==> src/mtat_pkg.sv <==
// Package: shared types, constants and register codes of the multi-turn angle tracker.
package mtat_pkg;

  // Encoder word width, fixed by the item layout
  localparam int ANGLE_BITS = 14;
  localparam int POS_BITS   = 32;
  localparam int ID_BITS    = 11;

  // Default report cadence, in samples
  localparam int REPORT_PERIOD_DEF = 10;
  localparam int ERROR_PERIOD_DEF  = 100;

  // Depth of the queue between front and back
  localparam int QUEUE_DEPTH = 2;

  // Command codes of an input word
  localparam logic [1:0] CMD_SAMPLE = 2'd0;
  localparam logic [1:0] CMD_FRAME  = 2'd1;
  localparam logic [1:0] CMD_TICK   = 2'd2;
  localparam logic [1:0] CMD_NONE   = 2'd3;

  // Configuration register indexes
  localparam logic [2:0] REG_RANGE_LIMIT  = 3'd0;
  localparam logic [2:0] REG_IGN_TIMEOUT  = 3'd1;
  localparam logic [2:0] REG_RESET_ID     = 3'd2;
  localparam logic [2:0] REG_IGN_ID       = 3'd3;
  localparam logic [2:0] REG_ANGLE_REP_ID = 3'd4;
  localparam logic [2:0] REG_ERROR_REP_ID = 3'd5;

  // Register reset values
  localparam logic [30:0] RANGE_LIMIT_RST   = 31'd49149;
  localparam logic [15:0] IGN_TIMEOUT_RST   = 16'd500;
  localparam logic [10:0] RESET_ID_RST      = 11'h230;
  localparam logic [10:0] IGN_ID_RST        = 11'h001;
  localparam logic [10:0] ANGLE_REP_ID_RST  = 11'h023;
  localparam logic [10:0] ERROR_REP_ID_RST  = 11'h231;

  // Clear frame contents
  localparam logic [63:0] CLEAR_PATTERN  = 64'h0D0E_0A0D_0F0A_0C0E;
  localparam logic [3:0]  FRAME_LEN_FULL = 4'd8;

  // Report lengths
  localparam logic [3:0] LEN_POSITION = 4'd8;
  localparam logic [3:0] LEN_ERROR    = 4'd1;

  // Input word
  typedef struct packed {
    logic [1:0]            cmd;
    logic [ANGLE_BITS-1:0] raw_angle;
    logic [ID_BITS-1:0]    frame_id;
    logic [3:0]            frame_len;
    logic [63:0]           frame_data;
  } item_word_t;

  // Output word
  typedef struct packed {
    logic [ID_BITS-1:0] report_id;
    logic [3:0]         report_len;
    logic [63:0]        report_data;
    logic               last;
  } report_word_t;

  // Configuration register set
  typedef struct packed {
    logic [30:0]        range_limit;
    logic [15:0]        ignition_timeout;
    logic [ID_BITS-1:0] reset_frame_id;
    logic [ID_BITS-1:0] ignition_frame_id;
    logic [ID_BITS-1:0] angle_report_id;
    logic [ID_BITS-1:0] error_report_id;
  } cfg_t;

  // Classified operation handed from front to back
  typedef enum logic [1:0] {
    OP_SAMPLE,
    OP_FRAME,
    OP_TICK
  } op_kind_t;

  typedef struct packed {
    op_kind_t              kind;
    logic [ANGLE_BITS-1:0] angle;
    logic                  clear_hit;
    logic                  ign_hit;
  } op_t;

endpackage

==> src/mtat_front.sv <==
// Front end: configuration registers, input acceptance and item classification.
module mtat_front (
  input  logic                 clk,
  input  logic                 rst,
  input  logic                 cfg_valid,
  output logic                 cfg_ready,
  input  logic [2:0]           cfg_index,
  input  logic [31:0]          cfg_data,
  input  logic                 item_valid,
  output logic                 item_ready,
  input  mtat_pkg::item_word_t item,
  output logic                 push_valid,
  input  logic                 push_ready,
  output mtat_pkg::op_t        push_op,
  output mtat_pkg::cfg_t       cfg
);
  import mtat_pkg::*;

  cfg_t cfg_reg;

  assign cfg_ready  = 1'b1;
  assign cfg        = cfg_reg;
  assign item_ready = push_ready;

  // Configuration writes, masked to register width
  always_ff @(posedge clk) begin
    if (rst) begin
      cfg_reg.range_limit       <= RANGE_LIMIT_RST;
      cfg_reg.ignition_timeout  <= IGN_TIMEOUT_RST;
      cfg_reg.reset_frame_id    <= RESET_ID_RST;
      cfg_reg.ignition_frame_id <= IGN_ID_RST;
      cfg_reg.angle_report_id   <= ANGLE_REP_ID_RST;
      cfg_reg.error_report_id   <= ERROR_REP_ID_RST;
    end else if (cfg_valid) begin
      unique case (cfg_index)
        REG_RANGE_LIMIT:  cfg_reg.range_limit       <= cfg_data[30:0];
        REG_IGN_TIMEOUT:  cfg_reg.ignition_timeout  <= cfg_data[15:0];
        REG_RESET_ID:     cfg_reg.reset_frame_id    <= cfg_data[ID_BITS-1:0];
        REG_IGN_ID:       cfg_reg.ignition_frame_id <= cfg_data[ID_BITS-1:0];
        REG_ANGLE_REP_ID: cfg_reg.angle_report_id   <= cfg_data[ID_BITS-1:0];
        REG_ERROR_REP_ID: cfg_reg.error_report_id   <= cfg_data[ID_BITS-1:0];
        default: ;
      endcase
    end
  end

  // Classify the word; unused command is accepted and dropped
  always_comb begin
    push_op.angle     = item.raw_angle;
    push_op.clear_hit = (item.frame_id == cfg_reg.reset_frame_id) &&
                        (item.frame_len == FRAME_LEN_FULL) &&
                        (item.frame_data == CLEAR_PATTERN);
    push_op.ign_hit   = (item.frame_id == cfg_reg.ignition_frame_id);
    push_valid        = item_valid;
    unique case (item.cmd)
      CMD_SAMPLE: push_op.kind = OP_SAMPLE;
      CMD_FRAME:  push_op.kind = OP_FRAME;
      CMD_TICK:   push_op.kind = OP_TICK;
      default: begin
        push_op.kind = OP_TICK;
        push_valid   = 1'b0;
      end
    endcase
  end

endmodule

==> src/mtat_queue.sv <==
// Short register queue between front and back.
module mtat_queue #(
  parameter int DEPTH = mtat_pkg::QUEUE_DEPTH
) (
  input  logic          clk,
  input  logic          rst,
  input  logic          push_valid,
  output logic          push_ready,
  input  mtat_pkg::op_t push_op,
  output logic          pop_valid,
  input  logic          pop_ready,
  output mtat_pkg::op_t pop_op
);
  import mtat_pkg::*;

  localparam int AW = (DEPTH > 1) ? $clog2(DEPTH) : 1;
  localparam logic [AW-1:0] PTR_LAST = AW'(DEPTH - 1);
  localparam logic [AW:0]   CNT_FULL = (AW + 1)'(DEPTH);

  op_t         entries [DEPTH];
  logic [AW-1:0] wr_ptr;
  logic [AW-1:0] rd_ptr;
  logic [AW:0]   count;
  logic          do_push;
  logic          do_pop;

  assign push_ready = (count != CNT_FULL);
  assign pop_valid  = (count != '0);
  assign pop_op     = entries[rd_ptr];
  assign do_push    = push_valid && push_ready;
  assign do_pop     = pop_valid && pop_ready;

  // Pointers and fill level
  always_ff @(posedge clk) begin
    if (rst) begin
      wr_ptr <= '0;
      rd_ptr <= '0;
      count  <= '0;
    end else begin
      if (do_push) begin
        wr_ptr <= (wr_ptr == PTR_LAST) ? '0 : wr_ptr + 1'b1;
      end
      if (do_pop) begin
        rd_ptr <= (rd_ptr == PTR_LAST) ? '0 : rd_ptr + 1'b1;
      end
      if (do_push && !do_pop) begin
        count <= count + 1'b1;
      end else if (do_pop && !do_push) begin
        count <= count - 1'b1;
      end
    end
  end

  // Entry storage
  always_ff @(posedge clk) begin
    if (do_push) begin
      entries[wr_ptr] <= push_op;
    end
  end

endmodule

==> src/mtat_back.sv <==
// Back end: position unwrap, range check, ignition timing and report output.
module mtat_back #(
  parameter int REPORT_PERIOD = mtat_pkg::REPORT_PERIOD_DEF,
  parameter int ERROR_PERIOD  = mtat_pkg::ERROR_PERIOD_DEF
) (
  input  logic                   clk,
  input  logic                   rst,
  input  mtat_pkg::cfg_t         cfg,
  input  logic                   op_valid,
  output logic                   op_ready,
  input  mtat_pkg::op_t          op,
  output logic                   report_valid,
  input  logic                   report_ready,
  output mtat_pkg::report_word_t report
);
  import mtat_pkg::*;

  localparam int PW = (REPORT_PERIOD > 1) ? $clog2(REPORT_PERIOD) : 1;
  localparam logic [PW-1:0] PHASE_LAST = PW'(REPORT_PERIOD - 1);
  localparam logic [6:0]    ERR_COUNT  = 7'(ERROR_PERIOD);

  // Tracker state; the range flag is only ever reported on the sample that sets it
  logic [ANGLE_BITS-1:0] prev_angle;
  logic                  primed;
  logic [POS_BITS-1:0]   position;
  logic                  ignition_on;
  logic [15:0]           since_ignition;
  logic [6:0]            report_counter;
  logic [PW-1:0]         report_phase;

  // Second report of a sample, waiting for the output register
  logic         pend_valid;
  report_word_t pend_word;

  logic                  take;
  logic                  take_sample;
  logic                  out_free;
  logic                  ign_live;
  logic [ANGLE_BITS-1:0] diff;
  logic [POS_BITS-1:0]   position_next;
  logic [POS_BITS-1:0]   neg_limit;
  logic                  range_next;
  logic                  rep_go;
  logic                  rep_pos;
  logic                  rep_err;
  logic [6:0]            counter_base;
  logic [PW-1:0]         phase_base;
  report_word_t          pos_word;
  report_word_t          err_word;
  report_word_t          first_word;

  // Handshake towards the queue
  always_comb begin
    out_free    = !report_valid || report_ready;
    op_ready    = (op.kind != OP_SAMPLE) || (!pend_valid && out_free);
    take        = op_valid && op_ready;
    take_sample = take && (op.kind == OP_SAMPLE);
  end

  // Sample arithmetic: wrap difference, accumulate, check band
  always_comb begin
    ign_live      = ignition_on && !(since_ignition > cfg.ignition_timeout);
    diff          = op.angle - prev_angle;
    position_next = position + {{(POS_BITS - ANGLE_BITS){diff[ANGLE_BITS-1]}}, diff};
    neg_limit     = ~{1'b0, cfg.range_limit} + 1'b1;
    range_next    = ($signed(position_next) > $signed({1'b0, cfg.range_limit})) ||
                    ($signed(position_next) < $signed(neg_limit));
    rep_go        = primed && ign_live;
    rep_pos       = rep_go && (report_phase == '0);
    rep_err       = rep_go && (report_counter == ERR_COUNT);
    counter_base  = (report_counter == ERR_COUNT) ? '0 : report_counter;
    phase_base    = (report_counter == ERR_COUNT) ? '0 : report_phase;
  end

  // Report words
  always_comb begin
    pos_word.report_id   = cfg.angle_report_id;
    pos_word.report_len  = LEN_POSITION;
    pos_word.report_data = {position_next, 32'd0};
    pos_word.last        = !rep_err;
    err_word.report_id   = cfg.error_report_id;
    err_word.report_len  = LEN_ERROR;
    err_word.report_data = {5'd0, range_next, 58'd0};
    err_word.last        = 1'b1;
    first_word           = rep_pos ? pos_word : err_word;
  end

  // State update
  always_ff @(posedge clk) begin
    if (rst) begin
      prev_angle     <= '0;
      primed         <= 1'b0;
      position       <= '0;
      ignition_on    <= 1'b0;
      since_ignition <= '0;
      report_counter <= '0;
      report_phase   <= '0;
    end else if (take) begin
      unique case (op.kind)
        OP_SAMPLE: begin
          ignition_on <= ign_live;
          prev_angle  <= op.angle;
          primed      <= 1'b1;
          if (primed) begin
            position <= position_next;
          end
          if (rep_go) begin
            report_counter <= counter_base + 1'b1;
            report_phase   <= (phase_base == PHASE_LAST) ? '0 : phase_base + 1'b1;
          end
        end
        OP_FRAME: begin
          if (op.clear_hit) begin
            position <= '0;
          end
          if (op.ign_hit) begin
            ignition_on    <= 1'b1;
            since_ignition <= '0;
          end
        end
        OP_TICK: begin
          if (since_ignition != '1) begin
            since_ignition <= since_ignition + 1'b1;
          end
        end
        default: ;
      endcase
    end
  end

  // Output register and pending slot, control
  always_ff @(posedge clk) begin
    if (rst) begin
      report_valid <= 1'b0;
      pend_valid   <= 1'b0;
    end else begin
      priority if (take_sample && (rep_pos || rep_err)) begin
        report_valid <= 1'b1;
        pend_valid   <= rep_pos && rep_err;
      end else if (pend_valid && out_free) begin
        report_valid <= 1'b1;
        pend_valid   <= 1'b0;
      end else if (report_ready) begin
        report_valid <= 1'b0;
      end
    end
  end

  // Output register and pending slot, payload
  always_ff @(posedge clk) begin
    if (take_sample && (rep_pos || rep_err)) begin
      report    <= first_word;
      pend_word <= err_word;
    end else if (pend_valid && out_free) begin
      report <= pend_word;
    end
  end

endmodule

==> src/multi_turn_angle_tracker.sv <==
// Top level of the multi-turn angle tracker: front, queue and back joined.
// The block accepts one word per clock while its two-entry queue has room; frames
// and ticks leave the queue at one a clock, samples only while the output register
// is free and no second report is pending. A sample that causes one report needs
// the output register, and a sample that sends both the position and the error
// report also fills the pending slot, so the sustained rate is set by the single
// output register. A sample that is accepted passes through the queue entry and
// the output register before its report appears. Configuration writes are taken
// at once (cfg_ready is tied high) and are meant for an idle block.
module multi_turn_angle_tracker #(
  parameter int REPORT_PERIOD = mtat_pkg::REPORT_PERIOD_DEF,
  parameter int ERROR_PERIOD  = mtat_pkg::ERROR_PERIOD_DEF
) (
  input  logic                   clk,
  input  logic                   rst,
  input  logic                   cfg_valid,
  output logic                   cfg_ready,
  input  logic [2:0]             cfg_index,
  input  logic [31:0]            cfg_data,
  input  logic                   item_valid,
  output logic                   item_ready,
  input  mtat_pkg::item_word_t   item,
  output logic                   report_valid,
  input  logic                   report_ready,
  output mtat_pkg::report_word_t report
);
  import mtat_pkg::*;

  cfg_t cfg;
  op_t  push_op;
  op_t  pop_op;
  logic push_valid;
  logic push_ready;
  logic pop_valid;
  logic pop_ready;

  mtat_front u_front (
    .clk        (clk),
    .rst        (rst),
    .cfg_valid  (cfg_valid),
    .cfg_ready  (cfg_ready),
    .cfg_index  (cfg_index),
    .cfg_data   (cfg_data),
    .item_valid (item_valid),
    .item_ready (item_ready),
    .item       (item),
    .push_valid (push_valid),
    .push_ready (push_ready),
    .push_op    (push_op),
    .cfg        (cfg)
  );

  mtat_queue #(
    .DEPTH (QUEUE_DEPTH)
  ) u_queue (
    .clk        (clk),
    .rst        (rst),
    .push_valid (push_valid),
    .push_ready (push_ready),
    .push_op    (push_op),
    .pop_valid  (pop_valid),
    .pop_ready  (pop_ready),
    .pop_op     (pop_op)
  );

  mtat_back #(
    .REPORT_PERIOD (REPORT_PERIOD),
    .ERROR_PERIOD  (ERROR_PERIOD)
  ) u_back (
    .clk          (clk),
    .rst          (rst),
    .cfg          (cfg),
    .op_valid     (pop_valid),
    .op_ready     (pop_ready),
    .op           (pop_op),
    .report_valid (report_valid),
    .report_ready (report_ready),
    .report       (report)
  );

endmodule

==> config.mk <==
export PLATFORM = sky130hd
export DESIGN_NAME = multi_turn_angle_tracker
export DESIGN_NICKNAME = d
export VERILOG_FILES = /design/src/mtat_pkg.sv /design/src/mtat_front.sv /design/src/mtat_queue.sv /design/src/mtat_back.sv /design/src/multi_turn_angle_tracker.sv
export SDC_FILE = /design/constraint.sdc
export NUM_CORES = 1
export LEC_CHECK = 0
export BUFFER_PORTS_ARGS = -buffer_cell sky130_fd_sc_hd__buf_2
export CAP_MARGIN = 20
export CORE_MARGIN = 8
export CORE_UTILIZATION = 63
export DETAILED_ROUTE_END_ITERATION = 6
export GPL_ROUTABILITY_DRIVEN = 1
export GPL_TIMING_DRIVEN = 0
export HOLD_SLACK_MARGIN = 0.12
export PLACE_DENSITY = 0.87
export SYNTH_ARGS = -nofsm -noshare
export SYNTH_HDL_FRONTEND = slang
export SYNTH_SLANG_ARGS = --single-unit
==> constraint.sdc <==
create_clock -name clk -period 14.8 [get_ports clk]
set_input_delay 1.48 -clock clk [delete_from_list [all_inputs] [get_ports clk]]
set_output_delay 1.48 -clock clk [all_outputs]
set_load 0.01 [all_outputs]
==> results of run 1 <==
==> cells by family (layout without fill, tap and decap cells) <==
logic type / Yosys count / after routing / share of synthesized area
AND/OR/NAND/NOR: 590 / 590 / 0.187
buffers and inverters: 192 / 426 / 0.0565
XOR/XNOR: 107 / 107 / 0.0637
flip-flops: 267 / 267 / 0.415
other: 2 / 35 / 0.000496
AO/OA/AOI/OAI: 355 / 355 / 0.148
adder cells (fa/ha/maj): 130 / 130 / 0.108
multiplexers: 30 / 30 / 0.0209
==> worst max path at each step <==
stage / depth (start not counted) / endpoint / slack (ns) / from
4_1_cts: 28 / u_back.report[59]$_DFFE_PP_ / 5.89 / flop
5_1_grt: 31 / u_back.report[59]$_DFFE_PP_ / 5.09 / flop
3_3_place_gp: 33 / u_back.report[59]$_DFFE_PP_ / 5.47 / flop
3_5_place_dp: 28 / u_back.report[59]$_DFFE_PP_ / 5.99 / flop
2_1_floorplan: 33 / u_back.report[59]$_DFFE_PP_ / 7.03 / flop
6_report: 30 / u_back.report[59]$_DFFE_PP_ / 5.83 / flop
==> cells in the mapped netlist (all sizes together), types with 25 or more instances <==
library cell / number / area share
nand2: 198 / 0.049
dfxtp: 173 / 0.23
nor2: 170 / 0.042
a21oi: 135 / 0.045
ha: 126 / 0.10
edfxtp: 94 / 0.19
inv: 90 / 0.022
xnor2: 76 / 0.044
clkbuf: 59 / 0.015
o21ai: 51 / 0.017
buf: 42 / 0.019
nand4: 32 / 0.013
a22oi: 30 / 0.015
nor3: 30 / 0.011
xor2: 29 / 0.017
and3: 27 / 0.011
a21o: 25 / 0.012
==> cell type report <==
| class | instances | share of cell area |
|---|---|---|
| tap | 319 | 0.0227 |
| sequential | 267 | 0.358 |
| buffer | 101 | 0.0292 |
| clock buffer | 39 | 0.0465 |
| multi-input combinational | 1247 | 0.463 |
| inverter | 91 | 0.0195 |
| timing repair buffer | 184 | 0.0540 |
| clock inverter | 11 | 0.00656 |
==> metal layers <==
| metal | vias to the layer above | track usage |
|---|---|---|
| li1 | 6363 | - |
| met3 | 113 | 0.0376 |
| met4 | 0 | 0.110 |
| met2 | 604 | 0.477 |
| met1 | 6322 | 0.332 |
| met5 | - | 0 |
==> worst max-delay path: cells and delay by family, from the launching register on <==
kind	cells	cell delay, ns
compound gates	12	3.45
flops	1	0.37
buf+inv	4	1.25
fa+ha+maj	3	1.07
simple gates	8	1.51
xor+xnor	2	0.64
mux	1	0.43
==> report_power, final <==
group | total [mW] | switching, mW | leakage [nW] | internal [mW]
logic | 1.27 | 0.781 | 4.51 | 0.491
registers | 0.819 | 0.0225 | 2.19 | 0.796
clock network | 0.716 | 0.296 | 0.453 | 0.420
total | 2.81 | 1.10 | 7.15 | 1.71
==> through the flow <==
step | hold slack (ns) | total power [mW] | util
6_report | 0.464 | 2.81 | 0.745
5_1_grt | 0.481 | 2.98 | 0.745
4_1_cts | 0.460 | 2.79 | 0.745
3_5_place_dp | 0.444 | 2.07 | 0.705
3_3_place_gp | 0.438 | 2.00 | 0.703
2_1_floorplan | 0.431 | 1.74 | -
==> results.md, run 1 <==
| Result | Value |
|:---|:---|
| HPWL after DPL | 31400 um |
| Iteration-0 DRC count of the detailed router | 1174 |
| Max Buffers Root-to-Sink | 3 |
| Total area of sequential cells | 6290 um2 |
| Max Clock Freq | 0.111 GHz |
| DR vias | 13402 |
| Number of remaining DRC errors | 0 |
| Fraction of synthesis flops using an asynchronous set or reset pin | 0 |
| Category of the most critical setup path | flop to flop |
| Routability Congestion | 0.916 |
| Starting density of the core | 0.643 |
| Distinct cells, synth | 70 |
| Clock root cell | sky130_fd_sc_hd__clkbuf_16 |
| Worst-case register-to-register setup slack | 5.83 ns |
| Global-route wire length before repair | 64400 um |
| Core box area | 23500 um2 |
| Number of enable-type register cells in the synthesized netlist | 94 |
| Worst endpoint data arrival time | 9.27 ns |
| Die Span X | 171 um |
| Area grow syn2layout | 16.0% |
| Skew-Pair Late Insertion Delay | 0.55 ns |
| Number of flip-flops under the largest register name | 91 |
| Fin Clk Skew | 0.0165 ns |
| Clock-pin slew on the worst setup and hold paths | 0.07 ns |
| Initial antenna violation count | 0 |
| Transition time of the tightest slew-check pin | 0.962 ns |
| Yosys reg bits | 267 |
| Reg2Reg Capture Point | u_back.report[59]$_DFFE_PP_ |
| Min-Delay Endpoint | u_front.cfg[14]$_SDFFE_PP0P_ |
| Data required time at the worst endpoint | 15.10 ns |
| Highest metal used | met4 |
| Global route total overflow | 0 |
| Clock sink count | 267 |
| CTS-repair resized insts | 0 |
| Shortest clock period the worst path allows after layout | 8.97 ns |
| Number of nets with antenna violations after detailed routing | 0 |
| Multi-input gate area in the final layout | 8130 um2 |
| Maximum number of pins on one net before global-route repair | 32 |
| Wire length per cell after detailed routing | 18.2 um |
| Placed cell count | 2207 |
| Startpoint Class | flop |
| VDD IR-drop max | 0.000102 V |
| Fill cell count | 1696 |
| Cell with the most instances on the worst path | sky130_fd_sc_hd__o21ai_0 |
| Avg Synthesized Cell Area | 9.05 um2 |
| Number of global-route vias before repair | 13227 |
| Hold/Removal Path Class | flop to flop |
| Worst path slowest cell | sky130_fd_sc_hd__a2111oi_0 |
| Unrepaired setup endpoints after global routing | no |
| Final design area excluding fillers | 17600 um2 |
| Proportion of layout cells with a drive suffix above 1 | 0.149 |
| TritonCTS clock tree | yes |
| Commonest register cell after synthesis | sky130_fd_sc_hd__dfxtp_1 |
| Worst path max stage delay | 0.81 ns |
| Final worst-path setup slack | 5.83 ns |
| H-tree depth reported by CTS | 1 |
| Period Utilization, post-route | 0.606 |
| Max_cap viols | 0 |
| Post-detailed-routing wire length | 41200 um |
| N_diodes | 0 |
| Most frequent cells in the layout | sky130_fd_sc_hd__nand2_1 (197), sky130_fd_sc_hd__buf_2 (182), sky130_fd_sc_hd__dfxtp_1 (173) |
| Final hold violations | 0 |
| Sum of negative setup slack | 0 ns |
| Met2 routed WL | 19900 um |
| Worst slew margin relative to its limit | 0.356 |
| Run status | finished clean |
| Post-Place Setup Slack | 5.99 ns |
| I/O Buffers | 180 |
| Number of buffers inserted for hold repair after clock tree synthesis | 0 |
| Sequential-to-total area share from yosys stat | 0.415 |
| Nets | 2182 |
| P per Cell Area | 160 nW/um2 |
| Final cell count without fillers | 2259 |
| Leakage power | 7.15 nW |
| Wire length on met3 | 3190 um |
| Die Ht | 171 um |
| Detailed-routing wirelength on met1 | 16500 um |
| Hold Crit Depth | 2 |
| Commonest non-fill, non-tap cell in the layout | sky130_fd_sc_hd__nand2_1 |
| Pins Over Slew Limit | 0 |
| Yosys synthesis warning count | 0 |
| Instance area after placement | 16600 um2 |
| Die ar. | 29200 um2 |
| Number of cells traversed by the worst register-to-register path | 30 |
| Final setup violation count | 0 |
| Site Rows | 56 |
| Postcts setup bufs | 0 |
| Number of detailed-route iterations in the first pass | 5 |
| Gate Count Post-Synth | 1673 |
| Critical path peak fanout | 10 |
| Number of ports placed on the die boundary | 218 |
| Netlist area before placement | 15100 um2 |
| Type of destination of the critical path | flop |
| TritonCTS buffer count | 27 |
| Hold path startpoint | u_front.cfg[14]$_SDFFE_PP0P_ |
| Total routing usage reported by global routing | 0.272 |
| Via density | 5.93 |
No activity file was read; power rests on OpenSTA's default activity.
==> run 2, diff against run 1 <==
Settings changed: CORE_UTILIZATION 63 to 58, PLACE_DENSITY 0.87 to 0.81.
Clock period 14.8 ns to 8.7 ns, I/O delays scaled along.
==> run 2 against run 1 <==
Compared with the run above:
- die area is 7.8% higher
- sequential share of layout area about the same
- largest cell class unchanged
- largest power group unchanged
- core utilization down 6.6 points
==> results.md, run 2 (synthesis gave the netlist of run 1 again) <==
| Result | Value | vs previous |
|:---|:---|:---|
| DR vias | 13098 | -2.3% |
| HPWL after DPL | 31500 um | +0.18% |
| Startpoint Class | flop |  |
| Shortest clock period the worst path allows after layout | 8.14 ns | -0.834 ns |
| Period Utilization, post-route | 0.935 | +0.329 |
| Wire length per cell after detailed routing | 17.8 um | -2.2% |
| Worst endpoint data arrival time | 8.44 ns | -0.83 ns |
| Site Rows | 59 | +5.4% |
| Worst slew margin relative to its limit | 0.277 | -0.0781 |
| Clock sink count | 267 | unchanged |
| Pins Over Slew Limit | 0 | unchanged |
| Number of detailed-route iterations in the first pass | 5 | unchanged |
| Data required time at the worst endpoint | 9.00 ns | -6.10 ns |
| Die ar. | 31500 um2 | +7.8% |
| I/O Buffers | 180 | unchanged |
| Hold/Removal Path Class | flop to flop |  |
| Max Clock Freq | 0.123 GHz | +10% |
| Hold path startpoint | u_front.cfg[81]$_SDFFE_PP0P_ |  |
| Final cell count without fillers | 2275 | +0.71% |
| Sw frac | 0.394 | +0.00231 |
| Internal | 2.87 mW | +68% |
| Comb power frac | 0.457 | +0.004 |
| H-tree depth reported by CTS | 1 | unchanged |
| Most frequent cells in the layout | sky130_fd_sc_hd__nand2_1 (197), sky130_fd_sc_hd__buf_2 (182), sky130_fd_sc_hd__dfxtp_1 (173) |  |
| Run status | finished clean |  |
| Max Buffers Root-to-Sink | 3 | unchanged |
| Routability Congestion | 0.890 | -2.8% |
| Leakage power | 7.13 nW | -0.17% |
| Nets | 2182 | unchanged |
| VDD IR-drop max | 0.000182 V | +79% |
| Final setup violation count | 0 | unchanged |
| Cell with the most instances on the worst path | sky130_fd_sc_hd__o21ai_0 |  |
| Worst path slowest cell | sky130_fd_sc_hd__a2111oi_1 |  |
| N_diodes | 0 | unchanged |
| Skew-Pair Late Insertion Delay | 0.56 ns | about the same |
| Fin Clk Skew | 0.0119 ns | -0.00461 ns |
| Number of nets with antenna violations after detailed routing | 0 | unchanged |
| Net switching power | 1.87 mW | +70% |
| Max_cap viols | 0 | unchanged |
| Proportion of layout cells with a drive suffix above 1 | 0.151 | +0.00155 |
| Clock root cell | sky130_fd_sc_hd__clkbuf_16 |  |
| Unrepaired setup endpoints after global routing | no |  |
| Via density | 5.76 | -3.0% |
| Total routing usage reported by global routing | 0.248 | -0.0234 |
| Die Span X | 178 um | +3.8% |
| Number of global-route vias before repair | 12929 | -2.3% |
| Number of remaining DRC errors | 0 | unchanged |
| Critical path peak fanout | 10 | unchanged |
| Post-detailed-routing wire length | 40600 um | -1.5% |
| Starting density of the core | 0.586 | -0.0571 |
| TritonCTS buffer count | 29 | +7.4% |
| Clock-pin slew on the worst setup and hold paths | 0.06 ns | about the same |
| Final hold violations | 0 | unchanged |
| Instance area after placement | 16600 um2 | +0.14% |
| Postcts setup bufs | 0 | unchanged |
| Global route total overflow | 0 | unchanged |
| Iteration-0 DRC count of the detailed router | 911 | -22% |
| Area grow syn2layout | 15.9% | about the same |
| Number of buffers inserted for hold repair after clock tree synthesis | 0 | unchanged |
| Initial antenna violation count | 0 | unchanged |
| Number of flip-flops under the largest register name | 91 | unchanged |
| Clock group share of total power | 0.248 | -0.007 |
| Die Ht | 178 um | +3.8% |
| TritonCTS clock tree | yes |  |
| Category of the most critical setup path | flop to flop |  |
| Worst path max stage delay | 0.61 ns | -0.20 ns |
| P per Cell Area | 270 nW/um2 | +69% |
| Number of ports placed on the die boundary | 218 | unchanged |
| Proportion of power drawn by flip-flops and latches | 0.294 | +0.002 |
| Placed cell count | 2223 | +0.72% |
| Global-route wire length before repair | 63500 um | -1.3% |
| Commonest non-fill, non-tap cell in the layout | sky130_fd_sc_hd__nand2_1 |  |
| Type of destination of the critical path | flop |  |
| Final design area excluding fillers | 17500 um2 | about the same |
| Maximum number of pins on one net before global-route repair | 32 | unchanged |
| Transition time of the tightest slew-check pin | 1.07 ns | +0.112 ns |
| Core box area | 25800 um2 | +9.7% |
[run 2: layer usage]
layer | wire length (um) | up-vias | GRT usage | share of wire
li1 | - | 6364 | - | -
met1 | 16400 | 6123 | 0.297 | 0.40
met2 | 19600 | 497 | 0.438 | 0.48
met3 | 3040 | 114 | 0.0415 | 0.075
met4 | 1550 | 0 | 0.0973 | 0.038
met5 | 0 | - | 0 | 0
[run 2: what timing repair did]
| action | CTS | global route |
|---|---|---|
| pin swaps | 0 | 0 |
| resized for setup | 2 | 9 |
| endpoints found under the setup margin | 1 | 2 |
[run 2: final timing paths]
path	endpoint	slack (ns)	cells past startpoint
max	u_back.report[59]$_DFFE_PP_	0.56	30
min	u_front.cfg[81]$_SDFFE_PP0P_	0.46	2
max reg2reg	u_back.report[59]$_DFFE_PP_	0.56	30
min reg2reg	u_front.cfg[81]$_SDFFE_PP0P_	0.46	2
[run 2: layout make-up]
class                      count  area, um2
buffer                       101        520
clock buffer                  39        793
clock inverter                13        103
fill                        2101       8290
inverter                      91        342
multi-input combinational   1247       8150
sequential                   267       6290
tap                          335        419
timing repair buffer         182        932
[run 2: critical path: cells and delay by family (launching register included)]
kind	cells	cell delay [ns]
xor gates and xnor gates	2	0.67
buffers and inverters	4	0.78
AOI/OAI and AO/OA	12	3.18
DFF	1	0.37
and+or+nand+nor	8	1.44
muxes	1	0.37
adders and majority gates	3	1.05
[run 2: stage by stage]
step                      worst slack, ns  TNS, ns  hold slack [ns]  total power, mW  utilization
after floorplan                     0.929        0            0.431             2.96            -
after global placement             -0.595   -0.941            0.438             3.42        0.642
after detailed placement           -0.180   -0.180            0.447             3.52        0.643
after CTS                           0.132        0            0.457             4.71        0.678
after global routing               0.0364        0            0.472             5.04        0.679
final                               0.563        0            0.458             4.73        0.679
[run 2: power groups by stage]
stage	Combinational (mW)	Sequential, mW	Clock, mW
CTS	2.13	1.39	1.18
global placement	2.01	1.41	0
floorplan	1.56	1.41	0
global route	2.41	1.40	1.23
detailed placement	2.10	1.42	0
finish	2.16	1.39	1.18
